==> src/hw/rtl/rdae_pkg.sv <==
// ----------------------------------------------------------------------------
// rdae_pkg
// Shared types, constants and the plane address mapping for the row-group
// window capture and pixel descrambler.
// ----------------------------------------------------------------------------
package rdae_pkg;

  // data lines and pixel geometry
  localparam int unsigned LANES       = 44;
  localparam int unsigned PIXELS      = 224;
  localparam int unsigned GAIN_BITS   = 2;
  localparam int unsigned FINE_BITS   = 8;
  localparam int unsigned COARSE_BITS = 5;
  localparam int unsigned PLANES      = GAIN_BITS + FINE_BITS + COARSE_BITS;
  localparam int unsigned DEPTH       = PLANES * PIXELS;
  localparam int unsigned ADDR_W      = $clog2(DEPTH);
  localparam int unsigned PLANE_W     = $clog2(PLANES);
  localparam int unsigned PIX_W       = 8;
  localparam int unsigned LANE_W      = 6;
  localparam int unsigned CODE_W      = PLANES;

  // sample counter
  localparam int unsigned CNT_W = 20;
  localparam logic [CNT_W-1:0] CNT_MAX = {CNT_W{1'b1}};

  // configuration registers
  localparam int unsigned CFG_DATA_W = 16;
  localparam int unsigned START_W    = 16;
  localparam int unsigned SEL_W      = 4;
  localparam int unsigned STRIDE_W   = 16;
  localparam int unsigned WIN_W      = CNT_W + 1;

  localparam logic [START_W-1:0]  START_RST  = START_W'(9962);
  localparam logic [SEL_W-1:0]    SEL_RST    = '0;
  localparam logic [STRIDE_W-1:0] STRIDE_RST = STRIDE_W'(3360);

  typedef enum logic [1:0] {
    REG_CAPTURE_START = 2'd0,
    REG_BLOCK_SELECT  = 2'd1,
    REG_WINDOW_LENGTH = 2'd2
  } cfg_reg_e;

  // stream field positions
  localparam int unsigned S_DATA_W  = 64;
  localparam int unsigned S_USER_W  = 2;
  localparam int unsigned PIX_LSB   = LANES;
  localparam int unsigned LANE_LSB  = LANES + PIX_W;
  localparam int unsigned USER_TYPE = 0;
  localparam int unsigned USER_FIRST = 1;
  localparam int unsigned M_DATA_W  = 16;

  // memory ports
  typedef struct packed {
    logic              en;
    logic [ADDR_W-1:0] addr;
    logic [LANES-1:0]  data;
  } mem_wr_t;

  typedef struct packed {
    logic              en;
    logic [ADDR_W-1:0] addr;
  } mem_rd_t;

  // reader sequencer
  typedef enum logic [1:0] {
    RD_IDLE,
    RD_FETCH,
    RD_LAST,
    RD_DONE
  } rd_state_e;

  // store address of one plane bit of a pixel
  function automatic logic [ADDR_W-1:0] slot_addr(input logic [PLANE_W-1:0] plane,
                                                  input logic [PIX_W-1:0]   pix);
    logic [1:0]        k;
    logic [2:0]        s;
    logic [ADDR_W-1:0] base;
    logic [ADDR_W-1:0] grp;
    logic [ADDR_W-1:0] col;
    k = pix[4:3];
    // last 8 of 32 pixels read slot 0; first group shifts by one, not in plane 0
    if (k == 2'd3) begin
      s = 3'd0;
    end else if ((plane != '0) && (pix[PIX_W-1:5] == '0)) begin
      s = 3'(k) + 3'd2;
    end else begin
      s = 3'(k) + 3'd1;
    end
    base = ADDR_W'(plane) * ADDR_W'(PIXELS);
    grp  = ADDR_W'(pix[PIX_W-1:5]) << 2;
    col  = ADDR_W'(3'd7 - pix[2:0]) * ADDR_W'(28);
    return base + grp + col + ADDR_W'(s);
  endfunction

endpackage

==> src/hw/rtl/rdae_reader.sv <==
// ----------------------------------------------------------------------------
// rdae_reader
// Read request sequencer: fetches the planes of one pixel from the store,
// assembles the codes and holds the result beat.
// ----------------------------------------------------------------------------
module rdae_reader
  import rdae_pkg::*;
(
  input  logic              clk_i,
  input  logic              rst_ni,
  input  logic              req_i,
  input  logic [PIX_W-1:0]  pix_i,
  input  logic [LANE_W-1:0] lane_i,
  input  logic              complete_i,
  input  logic [LANES-1:0]  rdata_i,
  output mem_rd_t           rd_o,
  output logic              idle_o,
  output logic              out_valid_o,
  input  logic              out_ready_i,
  output logic [CODE_W-1:0] out_code_o,
  output logic              out_frame_o
);

  rd_state_e          state_q, state_d;
  logic [PLANE_W-1:0] plane_q, plane_d;
  logic [PIX_W-1:0]   pix_q, pix_d;
  logic [LANE_W-1:0]  lane_q, lane_d;
  logic [CODE_W-1:0]  code_q, code_d;
  logic               frame_q, frame_d;
  logic               pend_q;
  logic               ovalid_q, ovalid_d;
  logic [CODE_W-1:0]  ocode_q;
  logic               oframe_q;

  logic               eligible;
  logic               fetch;
  logic               load;
  logic               slot_free;

  assign eligible  = complete_i && (pix_i < PIX_W'(PIXELS)) && (lane_i < LANE_W'(LANES));
  assign slot_free = !ovalid_q || out_ready_i;

  // next state
  always_comb begin
    state_d = state_q;
    unique case (state_q)
      RD_IDLE:  if (req_i) state_d = eligible ? RD_FETCH : RD_DONE;
      RD_FETCH: if (plane_q == PLANE_W'(PLANES - 1)) state_d = RD_LAST;
      RD_LAST:  state_d = RD_DONE;
      RD_DONE:  if (slot_free) state_d = RD_IDLE;
      default:  state_d = RD_IDLE;
    endcase
  end

  // state outputs
  always_comb begin
    idle_o = 1'b0;
    fetch  = 1'b0;
    load   = 1'b0;
    unique case (state_q)
      RD_IDLE:  idle_o = 1'b1;
      RD_FETCH: fetch  = 1'b1;
      RD_LAST:  ;
      RD_DONE:  load   = slot_free;
      default:  ;
    endcase
  end

  // request capture, plane counter and bit assembly
  always_comb begin
    plane_d = plane_q;
    pix_d   = pix_q;
    lane_d  = lane_q;
    frame_d = frame_q;
    code_d  = code_q;
    if (idle_o && req_i) begin
      pix_d   = pix_i;
      lane_d  = lane_i;
      frame_d = complete_i;
      plane_d = '0;
      code_d  = '0;
    end else begin
      if (fetch) begin
        plane_d = plane_q + 1'b1;
      end
      if (pend_q) begin
        code_d = {code_q[CODE_W-2:0], rdata_i[lane_q]};
      end
    end
  end

  assign rd_o.en   = fetch;
  assign rd_o.addr = slot_addr(plane_q, pix_q);

  // result register
  assign ovalid_d = load ? 1'b1 : (out_ready_i ? 1'b0 : ovalid_q);

  always_ff @(posedge clk_i or negedge rst_ni) begin
    if (!rst_ni) begin
      state_q  <= RD_IDLE;
      pend_q   <= 1'b0;
      ovalid_q <= 1'b0;
    end else begin
      state_q  <= state_d;
      pend_q   <= fetch;
      ovalid_q <= ovalid_d;
    end
  end

  always_ff @(posedge clk_i) begin
    plane_q <= plane_d;
    pix_q   <= pix_d;
    lane_q  <= lane_d;
    frame_q <= frame_d;
    code_q  <= code_d;
    if (load) begin
      ocode_q  <= code_q;
      oframe_q <= frame_q;
    end
  end

  assign out_valid_o = ovalid_q;
  assign out_code_o  = ocode_q;
  assign out_frame_o = oframe_q;

endmodule

==> config.mk <==
export PLATFORM = sky130hd
export DESIGN_NAME = rdae_reader
export DESIGN_NICKNAME = d
export VERILOG_FILES = /design/src/hw/rtl/rdae_pkg.sv /design/src/hw/rtl/rdae_reader.sv
export SDC_FILE = /design/constraint.sdc
export NUM_CORES = 1
export LEC_CHECK = 0
export BUFFER_PORTS_ARGS = -buffer_cell sky130_fd_sc_hd__buf_2
export CAP_MARGIN = 20
export CORE_MARGIN = 2
export CORE_UTILIZATION = 47
export CTS_CLUSTER_SIZE = 8
export DETAILED_ROUTE_END_ITERATION = 7
export GPL_ROUTABILITY_DRIVEN = 0
export PLACE_DENSITY = 0.77
export SLEW_MARGIN = 20
export SYNTH_ARGS = -nofsm -noshare
export SYNTH_HDL_FRONTEND = slang
export SYNTH_SLANG_ARGS = --single-unit
export TNS_END_PERCENT = 100
==> constraint.sdc <==
create_clock -name clk_i -period 3.95 [get_ports clk_i]
set_input_delay 0.79 -clock clk_i [delete_from_list [all_inputs] [get_ports clk_i]]
set_output_delay 0.79 -clock clk_i [all_outputs]
set_load 0.05 [all_outputs]
; After elaboration in Yosys (flattened, before gate mapping)
; Index checks and enable logic that the tools add are counted.
[word_totals]
regBits = 54
output_inout_bits = 31
[classes]
n_addsub = 7
n_mul = 2
magnitude_cmp = 3
eq_ne = 8
mux = 14
n_reduce_logical = 11
[op_table]
columns = op, n
row1 = adder 12 bit, 1
row2 = adder 12 x 3 -> 12 bit, 1
row3 = adder 12 x 5 -> 12 bit, 1
row4 = multiplier 12 x 3 -> 10 bit (second input constant), 1
row5 = < comparator 8 bit (second input constant), 1
row6 = 2-to-1 mux 2 bit, 4
row7 = one-hot mux 2 bit (4 select lines), 1
row8 = < comparator 6 x 7 -> 1 bit (second input constant), 1
row9 = multiplier 4 x 3 -> 7 bit (second input constant), 1
row10 = binary-select mux 1 bit (select 6 bit), 1
row11 = == test 2 bit (second input constant), 3
row12 = < comparator 6 bit (second input constant), 1
row13 = 2-to-1 mux 1 bit, 6
row14 = 2-to-1 mux 3 bit, 2
row15 = != test 2 bit (second input constant), 3
row16 = adder 4 x 1 -> 4 bit (second input constant), 1
row17 = == test 4 bit (second input constant), 1
row18 = logical AND 1 bit, 4
row19 = nonzero test 4 bit, 1
row20 = subtractor 3 x 3 -> 4 bit (first input constant), 1
row21 = adder 2 x 1 -> 3 bit (second input constant), 1
row22 = adder 2 x 2 -> 3 bit (second input constant), 1
row23 = zero test 3 bit, 1
row24 = AND reduction 3 bit, 1
row25 = other kinds (5), 5

; Depth between registers and ports, before layout
; Gate-level depths: netlist of the first run.
[depth]
ltp_word = 6
mapped_depth = 13
mapped_depth_nobuf = 13

; Worst setup path after synthesis of the first run
; OpenSTA, ideal clock, no wires.
[synth_path]
kind = register to output
startpoint = reg pix_q[0]
endpoint = out rd_o[11] in the netlist's numbering
arrival_ns = 3.600
t_required_ns = 3.160
slack_ns = -0.440
stages_incl_launch_ff = 12
path_buffers = 0
cell_sequence = edfxtp_1 > fa_1 > inv_1 > ha_1 > fa_1 > ha_1 > ha_1 > nor2b_1 > o21ai_0 > a21oi_1 > o211ai_1 > xor2_1
[synth_lines]
columns = element, line_no
row1 = start: declaration, rdae_reader.sv:26  ; logic [PIX_W-1:0] pix_q, pix_d;
row2 = start signal: assignment, rdae_reader.sv:112  ; pix_q <= pix_d;
row3 = end: declaration, rdae_reader.sv:16  ; output mem_rd_t rd_o,

==> results of run 1 <==
==> flip-flops by register name, indices dropped and copies added (netlist names) <==
signal	flops
code_q	15
frame_q	1
lane_q	6
out_code_o	15
out_frame_o	1
out_valid_o	1
pend_q	1
pix_q	8
plane_q	4
state_q	2
==> cells in the final DEF, fill, tap and decap left out, drive strengths merged, types with 2 or more instances in the layout <==
cell type / instances
nand2: 6
inv: 21
edfxtp: 31
nand3: 4
buf: 116
dfrtp: 4
and2: 2
xnor2: 11
ha: 32
nand2b: 3
mux2: 2
a21oi: 10
o21ai: 6
xor2: 3
nor2: 23
nor2b: 5
a21o: 6
clkbuf: 5
fa: 9
dfxtp: 19
mux2i: 18
o211ai: 2
mux4: 9
==> per-stage QoR <==
step	hold slack, ps	cells	TNS, ps	cell area [sq um]	worst slack, ps
global route	254.1	440	-1673	4108	-398.9
floorplan	400.3	247	-226.5	3211	-226.5
finish	271.0	440	-994.2	4108	-276.3
global placement	405.1	426	-570.6	3820	-235.3
CTS	256.3	439	-1269	4083	-346.2
detailed placement	410.2	426	-833.9	3820	-317.3
==> layout make-up <==
class	instances	area, sq um
clock inverters	3	28.78
clock buffers	5	68.82
fillers	510	2315
multi-input cells	166	1757
flip-flops and latches	54	1411
repair buffers	116	674.4
inverters	19	71.32
well taps	77	96.34
==> worst register-to-register path, cell delays in order, from the launching register on <==
cell and delay, ps:
edfxtp_1 730, mux4_2 580, nor2b_4 140, a211o_1 270, a21oi_1 140, o32ai_1 100
==> path summary, 6_finish.rpt <==
check	end	from	depth (start not counted)	slack [ps]
max	rd_o[11]	pix_q[1]	13	-280
min	state_q[0]	rst_ni	1	270
max reg2reg	code_q[0]	lane_q[1]	5	1840
min reg2reg	out_code_o[14]	code_q[14]	0	430
max in group asynchronous	out_valid_o	rst_ni	1	3560
min in group clk_i	out_code_o[14]	code_q[14]	0	430
==> layer usage <==
metal  vias up  routed length [um]
met3         4                 378
met4         0                  38
met2        72                3266
met5         -                   0
li1       1115                   -
met1      1044                2578
==> logic make-up (layout without fill, tap and decap cells) <==
group | after synthesis | count (layout) | share of synthesized area (%)
AO/OA/AOI/OAI | 33 | 33 | 6.887
XOR/XNOR | 14 | 14 | 3.901
AND/OR/NAND/NOR | 49 | 49 | 7.883
adder cells (fa/ha/maj) | 41 | 41 | 18.47
buffers and inverters | 27 | 143 | 4.817
flip-flops | 54 | 54 | 44.90
multiplexers | 29 | 29 | 13.14
==> timing repair <==
| item | 4_1_cts | 5_1_grt |
|---|---|---|
| cloned | 0 | 0 |
| setup buffers | 7 | 2 |
| gates resized for setup | 31 | 6 |
| endpoints found under the hold margin | 0 | 0 |
| endpoints found under the setup margin | 6 | 7 |
| pin swaps | 12 | 6 |
==> run metrics, run 1 <==
count leader, synth=ha_1; Crit path max-delay family=adder cells; met2 usage=33.81%; initial drt markers=94; endpoints failing hold=0; post-synthesis async set-or-reset flop share=7.407%; CTS tree=done; Rows=29; post-route minimum period=4226 ps; synth warn=0; first-pass GRT wire length=10.50 mm; Ant. Diodes=0; Clk pin slew, worst setup/hold paths=100 ps; largest net degree at the start of global routing=36; Startpoint Class=flip-flop; Crit Path Class=flip-flop to output port; Die Area=7357 sq um; H-tree depth=2; latest clock arrival within the worst-skew pair=310 ps; status=complete, but fails checks; syn_area_per_cell=12.72 sq um; drt drc=11; clk sinks=54; Vias/cell=5.080; Root Buffer=clkbuf_8; Fmax=236.6 MHz; cell taking the most area after synthesis=edfxtp_1; Post-Syn Area=3143 sq um; Synth area leaders=edfxtp_1 (30%), ha_1 (13%), dfxtp_1 (12%), fa_1 (5.7%), mux2i_1 (5.7%); vias in the first global route=2403; RSZ-0062 raised after global routing=true; fin util=63.96%; hold_buf cts=0; top cells by count, synth=ha_1 (32), edfxtp_1 (31), nor2_1 (23), dfxtp_1 (19), inv_1 (19); GR Util met1=21.16%; worst clock skew=9.586 ps; failing checks=design-rule violations, negative setup slack; starting density of the core=48.94%; Top FF cell, synth=edfxtp_1; port bufs=93; average wire per standard cell=14.23 um; most common cell type on the critical path=ha_4; worst setup margin=-276.3 ps; Synth Instances=247; CP max stage delay=550 ps; fin crit share=107.0%; die width=85.78 um; layer with the highest usage=met2; slowest CP cell=fa_2; Worst Hold Class=input port to asynchronous set/reset pin; relative slew slack=46.66%; nets@finish=466; worst-path cell chain=inv_2, fa_1, inv_2, ha_4, fa_2, ha_4, ha_4, nor2b_4, o21ai_2, a21oi_2, o211ai_1, xor2_2, buf_6; Setup violations, final=5; die height=85.78 um; met3 usage=3.561%; I/O Pins=94; sequential share of the synthesized area=44.90%; Synth cell types=44; Crit. End Element=output port; syn_nets=351; final wirelength=6.261 mm; HPWL Detailed=4.785 mm; initial antenna violation count=0; Critical Path Fanout Max=3; Worst EP required=3160 ps; Final Max Tran Viols=0; Routed Antenna Nets=0; Seq cells post-synth=54; max_cap viols=0; GRT Util Overall=17.98%; share of cells above drive strength 1=44.08%; Yosys top cell area share=29.62%; Pre-antenna DRT Iters=8; CTS buffer count=5; Post-synth EDFFs=31; Buf+Inv Stages, Crit Path=3; Slew @ Worst Pin=800.2 ps; Core ar.=6422 sq um; final global-route overflow total=0; Vias=2235; Area Growth Syn to Fin=30.69%; WP data arrival=3440 ps; Clock Path Buffers=2
Power of run 1 is not shown: default switching activity piles up to over one toggle a cycle in this logic, so the estimate is an artifact.
==> run 2, diff against run 1 <==
==> constraint.sdc (replaced) <==
create_clock -name clk_i -period 3.95 [get_ports clk_i]
set_input_delay 0 -clock clk_i [delete_from_list [all_inputs] [get_ports clk_i]]
set_output_delay 0 -clock clk_i [all_outputs]
set_load 0.05 [all_outputs]
==> run metrics, run 2 (synthesized netlist as in run 1, its figures left out) <==
placed cells=409 (-4.0%); starting density of the core=48.94% (unchanged); Area Growth Syn to Fin=24.12%; relative slew slack=47.11% (+0.45 points); non-filler instance count after layout=434 (-1.4%); final global-route overflow total=0 (unchanged); Clock Path Buffers=2 (unchanged); WP data arrival=3730 ps (+290 ps); failing checks=design-rule violations; Setup Buffers After CTS=0 (-7); Routed Antenna Nets=0 (unchanged); average wire per standard cell=13.47 um (-5.3%); final hold slack=18.87 ps (-252.1 ps); initial antenna violation count=0 (unchanged); Core ar.=6422 sq um (unchanged); first-pass GRT wire length=9.756 mm (-7.1%); Rows=29 (unchanged); endpoints failing hold=0 (unchanged); nets@finish=460 (-1.3%); status=complete, but fails checks; GRT Util Overall=16.54% (-1.4 points); Crit. End Element=output port; die height=85.78 um (unchanged); initial drt markers=101 (+7.4%); post-route minimum period=3728 ps (-498.8 ps); R2R Setup Slk=1860 ps (+20 ps); max_cap viols=0 (unchanged); Worst Hold Class=input port to asynchronous set/reset pin; Startpoint Class=flip-flop; vias in the first global route=2200 (-8.4%); Vias/cell=5.090 (+0.20%); Crit Path Class=flip-flop to output port; Slew @ Worst Pin=793.3 ps (-6.809 ps); worst clock skew=7.502 ps (-2.084 ps); clk sinks=54 (unchanged); die width=85.78 um (unchanged); commonest cells after routing, fill and taps aside=buf_2 (91), ha_1 (32), edfxtp_1 (31); Vias=2209 (-1.2%); CTS tree=done; Pre-antenna DRT Iters=8 (unchanged); Critical Path Fanout Max=3 (unchanged); Ant. Diodes=0 (unchanged); H-tree depth=2 (unchanged); drt drc=11 (unchanged); final wirelength=5.847 mm (-6.6%); share of cells above drive strength 1=32.77% (-11 points); Worst EP required=3950 ps (+790 ps); latest clock arrival within the worst-skew pair=310 ps (about the same); most common cell after layout, fill and taps aside=buf_2; Fmax=268.3 MHz (+13%); CTS buffer count=5 (unchanged); Die Area=7357 sq um (unchanged); HPWL Detailed=4.518 mm (-5.6%); largest net degree at the start of global routing=36 (unchanged); Final Max Tran Viols=0 (unchanged); port bufs=93 (unchanged); Clk pin slew, worst setup/hold paths=100 ps (about the same); I/O Pins=94 (unchanged); Setup violations, final=0 (-5); Root Buffer=clkbuf_8; fin crit share=94.37% (-13 points)
==> run 2: changes by cell type in the layout (fill, tap and decap cells not counted), moves of 4 or more <==
cell,change
buf_4,-25
ha_1,+4
ha_4,-4
dlygate4sd3_1,+17
buf_2,+5
buf_6,-5
==> run 2: what timing repair did <==
action / in CTS / in global routing
hold endpoints to repair: 20 / 0
gates resized for setup: 0 / 8
endpoints found under the setup margin: 0 / 3
hold buffers: 17 / 0
==> run 2: path summary, 6_finish.rpt <==
path	from	end	cells after the start
max in group asynchronous	rst_ni	pend_q	2
max	pix_q[0]	rd_o[10]	11
min reg2reg	code_q[14]	out_code_o[14]	0
max reg2reg	lane_q[1]	code_q[0]	5
min in group clk_i	req_i	state_q[0]	4
min	rst_ni	out_valid_o	2
==> run 2: final cells by class <==
cell class,instances,area (sq um)
Clock buffer,5,68.82
Clock inverter,3,28.78
Fill cell,531,2521
Inverter,19,71.32
Multi-Input combinational cell,166,1580
Sequential cell,54,1415
Tap cell,77,96.34
Timing Repair Buffer,110,640.6
==> run 2: per-layer routing <==
metal | track usage (%) | part of all wire [%] | up-vias | routed length (um)
met5 | 0 | 0 | - | 0
met4 | 3.030 | 0.72 | 0 | 42
met3 | 4.139 | 6.5 | 5 | 381
met2 | 29.26 | 50 | 71 | 2902
li1 | - | - | 1102 | -
met1 | 20.74 | 43 | 1031 | 2521
==> run 2: metrics by stage <==
| stage | area (sq um) | util (%) | setup TNS [ps] | worst slack (ps) |
|---|---|---|---|---|
| 4_1_cts | 3892 | 60.61 | 0 | 62.39 |
| 5_1_grt | 3901 | 60.74 | -0.5618 | -0.5618 |
| 3_3_place_gp | 3625 | 56.44 | 0 | 563.0 |
| 6_report | 3901 | 60.74 | 0 | 222.5 |
| 2_1_floorplan | 3143 | - | 0 | 349.8 |
| 3_5_place_dp | 3625 | 56.44 | 0 | 438.2 |
==> run 2: worst max-delay path: stages, from the launching register on <==
cell and delay [ps]:
edfxtp_1 440, fa_1 540, inv_1 40, ha_1 210
fa_1 440, ha_1 290, ha_1 340, a21oi_1 240
o21ai_0 160, o311ai_1 300, xnor2_1 160, clkbuf_4 250
Power of run 2 is left out for the same reason.
