===== src/hw/rtl/rdae_pkg.sv =====
// ----------------------------------------------------------------------------
// rdae_pkg
// Shared types, constants and the plane address mapping for the row-group
// window capture and pixel descrambler.
// ----------------------------------------------------------------------------
package rdae_pkg;

  // data lines and pixel geometry
  localparam int unsigned LANES       = 44;
  localparam int unsigned PIXELS      = 224;
  localparam int unsigned GAIN_BITS   = 2;
  localparam int unsigned FINE_BITS   = 8;
  localparam int unsigned COARSE_BITS = 5;
  localparam int unsigned PLANES      = GAIN_BITS + FINE_BITS + COARSE_BITS;
  localparam int unsigned DEPTH       = PLANES * PIXELS;
  localparam int unsigned ADDR_W      = $clog2(DEPTH);
  localparam int unsigned PLANE_W     = $clog2(PLANES);
  localparam int unsigned PIX_W       = 8;
  localparam int unsigned LANE_W      = 6;
  localparam int unsigned CODE_W      = PLANES;

  // sample counter
  localparam int unsigned CNT_W = 20;
  localparam logic [CNT_W-1:0] CNT_MAX = {CNT_W{1'b1}};

  // configuration registers
  localparam int unsigned CFG_DATA_W = 16;
  localparam int unsigned START_W    = 16;
  localparam int unsigned SEL_W      = 4;
  localparam int unsigned STRIDE_W   = 16;
  localparam int unsigned WIN_W      = CNT_W + 1;

  localparam logic [START_W-1:0]  START_RST  = START_W'(9962);
  localparam logic [SEL_W-1:0]    SEL_RST    = '0;
  localparam logic [STRIDE_W-1:0] STRIDE_RST = STRIDE_W'(3360);

  typedef enum logic [1:0] {
    REG_CAPTURE_START = 2'd0,
    REG_BLOCK_SELECT  = 2'd1,
    REG_WINDOW_LENGTH = 2'd2
  } cfg_reg_e;

  // stream field positions
  localparam int unsigned S_DATA_W  = 64;
  localparam int unsigned S_USER_W  = 2;
  localparam int unsigned PIX_LSB   = LANES;
  localparam int unsigned LANE_LSB  = LANES + PIX_W;
  localparam int unsigned USER_TYPE = 0;
  localparam int unsigned USER_FIRST = 1;
  localparam int unsigned M_DATA_W  = 16;

  // memory ports
  typedef struct packed {
    logic              en;
    logic [ADDR_W-1:0] addr;
    logic [LANES-1:0]  data;
  } mem_wr_t;

  typedef struct packed {
    logic              en;
    logic [ADDR_W-1:0] addr;
  } mem_rd_t;

  // reader sequencer
  typedef enum logic [1:0] {
    RD_IDLE,
    RD_FETCH,
    RD_LAST,
    RD_DONE
  } rd_state_e;

  // store address of one plane bit of a pixel
  function automatic logic [ADDR_W-1:0] slot_addr(input logic [PLANE_W-1:0] plane,
                                                  input logic [PIX_W-1:0]   pix);
    logic [1:0]        k;
    logic [2:0]        s;
    logic [ADDR_W-1:0] base;
    logic [ADDR_W-1:0] grp;
    logic [ADDR_W-1:0] col;
    k = pix[4:3];
    // last 8 of 32 pixels read slot 0; first group shifts by one, not in plane 0
    if (k == 2'd3) begin
      s = 3'd0;
    end else if ((plane != '0) && (pix[PIX_W-1:5] == '0)) begin
      s = 3'(k) + 3'd2;
    end else begin
      s = 3'(k) + 3'd1;
    end
    base = ADDR_W'(plane) * ADDR_W'(PIXELS);
    grp  = ADDR_W'(pix[PIX_W-1:5]) << 2;
    col  = ADDR_W'(3'd7 - pix[2:0]) * ADDR_W'(28);
    return base + grp + col + ADDR_W'(s);
  endfunction

endpackage


===== src/hw/rtl/rdae_capture.sv =====
// ----------------------------------------------------------------------------
// rdae_capture
// Sample counter, window registers and window write path into the store.
// ----------------------------------------------------------------------------
module rdae_capture
  import rdae_pkg::*;
(
  input  logic                  clk_i,
  input  logic                  rst_ni,
  input  logic                  cfg_we_i,
  input  logic [1:0]            cfg_idx_i,
  input  logic [CFG_DATA_W-1:0] cfg_data_i,
  input  logic                  sample_i,
  input  logic                  first_i,
  input  logic [LANES-1:0]      word_i,
  output mem_wr_t               wr_o,
  output logic                  complete_o
);

  logic [START_W-1:0]  start_q, start_d;
  logic [SEL_W-1:0]    sel_q, sel_d;
  logic [STRIDE_W-1:0] stride_q, stride_d;
  logic [CNT_W-1:0]    cnt_q, cnt_d;
  logic                complete_q, complete_d;

  logic [CNT_W-1:0]    cnt_eff;
  logic [WIN_W-1:0]    win_start;
  logic [WIN_W-1:0]    offset;
  logic                in_win;

  // register writes
  always_comb begin
    start_d  = start_q;
    sel_d    = sel_q;
    stride_d = stride_q;
    if (cfg_we_i) begin
      unique case (cfg_idx_i)
        REG_CAPTURE_START: start_d  = cfg_data_i[START_W-1:0];
        REG_BLOCK_SELECT:  sel_d    = cfg_data_i[SEL_W-1:0];
        REG_WINDOW_LENGTH: stride_d = cfg_data_i[STRIDE_W-1:0];
        default: ;
      endcase
    end
  end

  // window position of the current sample
  assign cnt_eff   = first_i ? '0 : cnt_q;
  assign win_start = WIN_W'(start_q) + (WIN_W'(sel_q) * WIN_W'(stride_q));
  assign offset    = WIN_W'(cnt_eff) - win_start;
  assign in_win    = (cnt_eff != CNT_MAX) && (WIN_W'(cnt_eff) >= win_start)
                     && (offset < WIN_W'(DEPTH));

  // counter and completion flag
  always_comb begin
    cnt_d      = cnt_q;
    complete_d = complete_q;
    if (sample_i) begin
      if (first_i) begin
        complete_d = 1'b0;
      end
      if (in_win && (offset == WIN_W'(DEPTH - 1))) begin
        complete_d = 1'b1;
      end
      cnt_d = (cnt_eff == CNT_MAX) ? CNT_MAX : cnt_eff + 1'b1;
    end
  end

  always_ff @(posedge clk_i or negedge rst_ni) begin
    if (!rst_ni) begin
      start_q    <= START_RST;
      sel_q      <= SEL_RST;
      stride_q   <= STRIDE_RST;
      cnt_q      <= '0;
      complete_q <= 1'b0;
    end else begin
      start_q    <= start_d;
      sel_q      <= sel_d;
      stride_q   <= stride_d;
      cnt_q      <= cnt_d;
      complete_q <= complete_d;
    end
  end

  // store write
  assign wr_o.en     = sample_i && in_win;
  assign wr_o.addr   = offset[ADDR_W-1:0];
  assign wr_o.data   = word_i;
  assign complete_o  = complete_q;

endmodule


===== config.mk =====
export PLATFORM = sky130hd
export DESIGN_NAME = rdae_capture
export DESIGN_NICKNAME = d
export VERILOG_FILES = /design/src/hw/rtl/rdae_pkg.sv /design/src/hw/rtl/rdae_capture.sv
export SDC_FILE = /design/constraint.sdc
export NUM_CORES = 1
export LEC_CHECK = 0
export ABC_CLOCK_PERIOD_IN_PS = 10700
export BUFFER_PORTS_ARGS = -buffer_cell sky130_fd_sc_hd__clkbuf_2
export CORE_MARGIN = 5
export CORE_UTILIZATION = 40
export CTS_BUF_LIST = sky130_fd_sc_hd__clkbuf_8
export DETAILED_ROUTE_END_ITERATION = 8
export HOLD_SLACK_MARGIN = 0.12
export RECOVER_POWER = 50
export REMOVE_ABC_BUFFERS = 1
export SYNTH_ARGS = -nofsm -noshare
export SYNTH_HDL_FRONTEND = slang
export SYNTH_SLANG_ARGS = --single-unit

===== constraint.sdc =====
create_clock -name clk_i -period 10.7 [get_ports clk_i]
set_input_delay 2.14 -clock clk_i [delete_from_list [all_inputs] [get_ports clk_i]]
set_output_delay 2.14 -clock clk_i [all_outputs]
set_load 0.005 [all_outputs]

* After elaboration in Yosys (flattened, before gate mapping) *
Index checks and enable logic that the tools add are counted.
W data, S select, Z words.

cells by class
  $add $sub $neg = 3
  mux-type cells = 4
  equality and inequality tests = 5
  $mul = 1
  reduce and logical (&&, ||, !) cells = 10
  $lt $le $gt $ge = 2

operators by type and width
  operator                 number
  $mux W20                 2
  $add A16 B20 Y21         1
  $eq A21 B12 Y1 const B   1
  $ge A20 B21 Y1           1
  $lt A21 B12 Y1 const B   1
  $sub A20 B21 Y21         1
  $add A20 B1 Y20 const B  1
  $eq A20 B20 Y1 const B   1
  $mul A4 B16 Y20          1
  $ne A20 B20 Y1 const B   1
  $reduce_and A2 Y1        4
  $logic_and A1 B1 Y1      4
  $eq A2 B1 Y1 const B     1
  $eq A2 B2 Y1 const B     1
  $logic_not A2 Y1         1
  $mux W1                  2
  $reduce_bool A2 Y1       1

storage, ports and cells
  register bits after elaboration = 57
  output and inout bits = 58
  logic and storage cells = 30
  input port bits = 67

* Logic depth before layout (Yosys ltp) *
Gate-level depths: netlist of the first run.

  depth in word-level cells = 8
  depth in mapped cells = 26
  mapped depth without buffers = 25

* Worst setup path after synthesis of the first run *
No wires, ideal clock.

  path type = register -> output
  start point = register sel_q[3]
  end point = output port wr_o[56] (netlist bit)
  slack = 2.136 ns
  cell stages (with the launch flop) = 25
  required time = 8.560 ns
  arrival time = 6.424 ns
  buffers on the path = 1
  path through = dfrtp_1 clkbuf_1 nand2_1 fa_1 inv_1 fa_1 fa_1 ha_1 a21oi_1 o21ai_0 a311oi_1 nor2b_1 o311ai_0 nand2b_1 a21oi_1 xnor2_1 ha_1 nand2b_1 o21ai_0 nor4_1 o311a_1 nand4_1 or4_1 or4_4 nor3_1

RTL lines
  element                 RTL line            text
  start, declared         rdae_capture.sv:21  logic [SEL_W-1:0] sel_q, sel_d;
  start signal, assigned  rdae_capture.sv:77  sel_q <= sel_d;
  end, declared           rdae_capture.sv:16  output mem_wr_t wr_o,

==> impl_metrics.csv, run 1 <==
group,metric,value,unit
final_layout,final_common_cell,"inv_1",
global_routing,grt_pass1_vias,5093,
setup_path,worst_setup_path_end_kind,"output port",
sta,setup_ws,1.11,ns
setup_path,slowest_delay,0.63,ns
sta,fin_crit_sh,89.6,%
routing,drt_iter0_markers,308,
worst_hold_path,hold_class,"reg2reg",
global_routing,antenna_found_initial,0,
final_layout,syn2layout_area_growth,3.27,%
die,die_area,19400,µm²
synth,synth_cells,756,
setup_path,cp_slowest_cell,"dfrtp_1",
placed_design,gp_congestion,0.858,
cts,clkTransAtPathRegs,0.08,ns
setup_path,cp-startpoint,"sel_q[3]",
setup_path,crit_type,"reg2out",
sta,slew-limit-headroom,-111,%
outcome,failed_checks,"capacitance limit, slew limit",
placed_design,place_hpwl,13.4,mm
sta,finalClockSkew,0.0128,ns
sta,max_freq,104,MHz
final_layout,nets,903,
job,drv_cap,1,
placed_design,io_buffer_count,36,
routing,vias,5178,
die,io_pins,125,
placed_design,place_ws,1.38,ns
synth,async_flop_share,100,%
sta,tightest_slew,3.17,ns
cts,clock_sinks,57,
final_layout,fillers,1735,
final_layout,layout-drive-gt1-share,14.8,%
worst_hold_path,min_path_cells,2,
sta,finalHoldViolCount,0,
synth,synth_edf_count,0,
global_routing,grt_usage,17.6,%
cts,ctsHoldBuffers,0,
cts,insertion_delay,0.35,ns
cts,htreeDepth,3,
die,die_h,139,µm
routing,dr.pass1.iters,4,
sta,tns,0,ns
cts,cts_buffer_depth,2,
die,die_width,139,µm
setup_path,worstSetupStartpointType,"register",
setup_path,crit_fanout,17,
setup_path,crit_path_cell_trace,"nand2_1 > fa_1 > fa_1 > fa_1 > inv_1 > ha_1 > o21ai_0 > o211ai_1 > a311oi_1 > nor2b_1 > o311ai_0 > nand2b_1 > a21oi_1 > xnor2_1 > ha_1 > nand2b_1 > o21ai_0 > nor4_1 > o311a_1 > nand4_1 > or4_1 > or4_4 > nor3_1 > clkbuf_2",
synth,synth_seq_cells,57,
synth,seq_area_frac_synth,21.6,%
setup_path,reg2reg_to,"complete_o",
sta,finalSetupViolCount,0,
cts,cts_setup_buffers,0,
cts,cts_buffers,9,
synth,ys_warn_count,0,
cts,clock-root-buffer,"clkbuf_8",
setup_path,reg2reg_depth,23,
routing,drc,0,
final_layout,n_antenna_cell,0,
synth,ys.flop_type,"dfrtp_1",
synth,netlist_area,6690,µm²
global_routing,grt_max_degree,58,
global_routing,grt_pass1_wl,27.7,mm
routing,viasPerCell,5.37,
setup_path,crit_top_cell,"fa_1",
synth,synth_cell_types,77,
routing,antenna_left,0,
cts,cts_tree,"yes",
global_routing,overflow,0,
setup_path,reg2reg_slack,3.51,ns
sta,min_period,9.59,ns
synth,syn_area_per_cell,8.84,µm²
sta,rsz0062_at_grt,"false",
setup_path,crit_required,8.56,ns
die,coreArea,16500,µm²
die,start_util,40.6,%
cts,cts-resized-gates,0,
sta,report.final.slew_viol_count,58,
outcome,status,"complete, but fails checks",
worst_hold_path,min_to,"complete_o",
routing,totalWireLength,16.6,mm
worst_hold_path,hold_start,"complete_o",
setup_path,critPathArrivalTime,7.45,ns
final_layout,layout_common_cells,"inv_1 (72), and2_1 (58), nand2_1 (58)",
setup_path,r2r-start,"sel_q[3]",
routing,wl_per_cell,17.2,µm
die,rows,47,
==> worst max-delay path by stage <==
stage	slack (ns)	cells past startpoint	endpoint
5_1_grt	0.37	24	wr_o[56]
3_5_place_dp	1.38	24	wr_o[56]
6_report	1.11	24	wr_o[56]
4_1_cts	1.01	24	wr_o[56]
3_3_place_gp	1.58	24	wr_o[56]
2_1_floorplan	2.26	23	wr_o[56]
==> final cells by class <==
cell class                 count  area, µm²  area share (%)
clock buffer                  10        138            1.99
tap                          220        275            3.99
multi-input combinational    562       4540            65.7
inverter                      71        267            3.86
clock inverter                 6       52.6           0.761
sequential                    57       1440            20.9
timing repair buffer          39        193            2.79
==> layer usage <==
metal  vias to the layer above  track usage [%]  part of all wire, %
li1                       2527                -                    -
met1                      2485             25.2                   49
met2                       144             24.8                   43
met3                        20             6.48                  7.1
met4                         2             4.17                  1.1
met5                         -             3.76                 0.23
==> critical path: cells and delay by family (launching register included) <==
family	cells	cell delay [ns]
AOI/OAI and AO/OA	7	1.84
xor gates and xnor gates	1	0.09
adders and majority gates	5	2.28
buffers and inverters	2	0.19
DFF	1	0.63
and+or+nand+nor	9	2.08
==> synth_stat cells (3+ instances only) <==
library cell | n | area share, %
o21ai_1 | 4 | 0.30
dfstp_2 | 12 | 4.7
buf_4 | 46 | 5.2
nand3_1 | 16 | 1.2
inv_1 | 70 | 3.9
nand4_1 | 5 | 0.47
nand4b_1 | 3 | 0.39
nor4_1 | 3 | 0.28
and3_1 | 5 | 0.47
nor3_1 | 7 | 0.52
a21oi_1 | 43 | 3.2
nand3b_1 | 3 | 0.34
nor3b_1 | 6 | 0.67
dfrtp_1 | 45 | 17
o31ai_1 | 5 | 0.56
o21ai_0 | 32 | 2.4
o22ai_1 | 3 | 0.28
clkbuf_1 | 15 | 0.84
xnor2_1 | 9 | 1.2
and2_1 | 58 | 5.4
o21bai_1 | 6 | 0.67
mux2i_1 | 4 | 0.60
o21a_1 | 4 | 0.45
nand2b_1 | 11 | 1.0
buf_2 | 3 | 0.22
nand2_1 | 58 | 3.3
nor2_1 | 49 | 2.8
a211oi_1 | 3 | 0.34
nor2b_1 | 13 | 1.2
xor2_1 | 14 | 1.8
ha_1 | 52 | 9.7
mux2_2 | 31 | 5.2
a21o_1 | 12 | 1.3
fa_1 | 44 | 13
o221ai_1 | 8 | 1.0
o211ai_1 | 5 | 0.56
==> cell families (layout without fill, tap and decap cells) <==
| family | Yosys count | in the layout | share of synthesized area, % |
|---|---|---|---|
| simple gates | 249 | 249 | 19.6 |
| compound gates | 158 | 158 | 16.3 |
| buf+inv | 137 | 126 | 10.6 |
| fa+ha+maj | 96 | 96 | 22.9 |
| flops | 57 | 57 | 21.6 |
| mux | 36 | 36 | 5.99 |
| xor+xnor | 23 | 23 | 3.01 |
==> registers in the layout (all words and copies together), names as in the netlist <==
register and count:
cnt_q 20, start_q 16, stride_q 16, sel_q 4, complete_o 1
==> per-stage QoR <==
step	instances	util [%]	instance area (µm²)	hold WS, ns
finish	965	41.9	6910	0.497
detailed placement	949	40.9	6730	0.493
global placement	949	40.9	6730	0.491
CTS	965	42.0	6920	0.514
floorplan	690	-	6250	0.471
global route	965	41.9	6910	0.551
Power of run 1 is not shown: default switching activity piles up to over one toggle a cycle in this logic, so the estimate is an artifact.
==> run 2, diff against run 1 <==
- ABC_CLOCK_PERIOD_IN_PS: 10700 -> 9850
- clock period: 10.7 -> 9.85 ns (I/O delays scaled with it)
==> run 2 against run 1 <==
Compared with the run above:
- the flow still finishes with violations (capacitance limit, slew limit)
- register-to-register slack worse by 0.60 ns
- non-clock buffer count stayed put
- core utilization barely moved
==> impl_metrics.csv, run 2 (synthesized netlist as in run 1, its figures left out) <==
group,metric,value,unit
outcome,status,"complete, but fails checks",
outcome,failed_checks,"capacitance limit, slew limit",
routing,drt_iter0_markers,353,
setup_path,crit_required,7.88,ns
cts,clkTransAtPathRegs,0.06,ns
setup_path,cp_slowest_cell,"or4_4",
final_layout,layout-drive-gt1-share,15.0,%
cts,cts_tree,"yes",
cts,clock-root-buffer,"clkbuf_8",
sta,report.final.slew_viol_count,58,
sta,slew-limit-headroom,-111,%
final_layout,final_common_cell,"inv_1",
die,die_area,19400,µm²
die,start_util,40.6,%
final_layout,nets,903,
global_routing,grt_pass1_vias,5119,
setup_path,critPathArrivalTime,7.18,ns
routing,vias,5163,
worst_hold_path,hold_start,"complete_o",
routing,antenna_left,0,
routing,dr.pass1.iters,5,
cts,cts_buffer_depth,2,
die,die_h,139,µm
sta,tns,0,ns
setup_path,crit_path_cell_trace,"nand2_1 > fa_1 > fa_1 > fa_1 > inv_1 > ha_1 > nor2b_1 > o21a_1 > o21ai_0 > a21oi_1 > o21ai_0 > a21oi_1 > o41ai_1 > xor2_1 > ha_1 > a211oi_1 > o2111ai_1 > o221a_2 > o311a_1 > nand4_1 > or4_1 > or4_4 > nor3_1 > clkbuf_2",
setup_path,worstSetupStartpointType,"register",
final_layout,syn2layout_area_growth,3.35,%
job,drv_cap,1,
final_layout,finish.utilization,42.0,%
die,die_width,139,µm
setup_path,r2r-start,"sel_q[3]",
worst_hold_path,hold_class,"reg2reg",
final_layout,reg_top3,"cnt_q x20, start_q x16, stride_q x16",
setup_path,cp-startpoint,"sel_q[3]",
sta,rsz0062_at_grt,"false",
die,coreArea,16500,µm²
sta,finalClockSkew,0.00847,ns
global_routing,grt_usage,17.5,%
setup_path,crit_top_cell,"fa_1",
final_layout,fillers,1715,
setup_path,crit_fanout,17,
die,rows,47,
routing,totalWireLength,16.6,mm
cts,insertion_delay,0.35,ns
global_routing,overflow,0,
sta,fin_crit_sh,92.9,%
global_routing,grt_pass1_wl,27.7,mm
placed_design,place_hpwl,13.3,mm
sta,tightest_slew,3.16,ns
setup_path,crit_buf_inv,2,
sta,min_period,9.15,ns
cts,ctsHoldBuffers,0,
setup_path,slowest_delay,0.55,ns
placed_design,gp_congestion,0.858,
routing,wl_per_cell,17.2,µm
sta,finalHoldViolCount,0,
global_routing,antenna_found_initial,0,
final_layout,layout_common_cells,"inv_1 (73), and2_1 (58), nand2_1 (58)",
sta,max_freq,109,MHz
die,io_pins,125,
cts,htreeDepth,3,
final_layout,largest_reg_flops,20,
cts,cts_buffers,9,
routing,viasPerCell,5.35,
placed_design,io_buffer_count,36,
routing,drc,0,
setup_path,cp_top_family,"adder cells",
setup_path,crit_type,"reg2out",
setup_path,worst_setup_path_end_kind,"output port",
final_layout,n_antenna_cell,0,
global_routing,grt_max_degree,58,
sta,finalSetupViolCount,0,
cts,clock_sinks,57,
final_layout,regMostFlops,"cnt_q",
[run 2: path summary, 6_finish.rpt]
path	end	slack (ns)	depth (start not counted)
worst min register to register	complete_o	0.49	2
max in group asynchronous	sel_q[2]	5.06	2
worst min-delay path	complete_o	0.49	2
min in group asynchronous	cnt_q[2]	2.77	2
worst max register to register	complete_o	2.91	23
worst max-delay path	wr_o[56]	0.70	24
[run 2: worst register-to-register path, stage by stage (launching register included)]
cell and delay, ns:
dfrtp_2 0.51, nand2_1 0.12, fa_1 0.52, fa_1 0.51
fa_1 0.51, inv_1 0.04, ha_1 0.33, nor2b_1 0.15
o21a_1 0.17, o21ai_0 0.21, a21oi_1 0.13, o21ai_0 0.25
a21oi_1 0.13, o41ai_1 0.32, xor2_1 0.15, ha_1 0.47
a211oi_1 0.15, o2111ai_1 0.26, o221a_2 0.24, o311a_1 0.16
nand4_1 0.09, or4_1 0.53, or4_4 0.55, o41ai_2 0.34
[run 2: layer usage]
metal  wire, µm  GRT usage [%]
met4        132           3.40
met2       7100           24.6
met3       1180           6.21
met5         42           3.76
met1       8120           25.6
[run 2: what timing repair did]
item,CTS,global route
setup endpoints to repair,0,1
resized for setup,0,4
buffers inserted,0,0
[run 2: metrics by stage]
step	instance area, µm²	setup WS (ns)	hold WS, ns	instances
after floorplan	6250	1.58	0.471	690
after global placement	6730	0.900	0.492	949
after detailed placement	6730	0.799	0.495	949
after CTS	6920	0.367	0.511	965
after global routing	6910	0.0692	0.548	965
final	6910	0.701	0.491	965
[run 2: layout make-up]
type                    instances  area, µm²  area share (%)
clock buffers                  10        138            1.99
multi-input cells             562       4540            65.7
repair buffers                 39        193            2.79
well taps                     220        275            3.98
inverters                      71        267            3.86
flip-flops and latches         57       1450            20.9
clock inverters                 6       53.8           0.779
Power of run 2 is left out for the same reason.
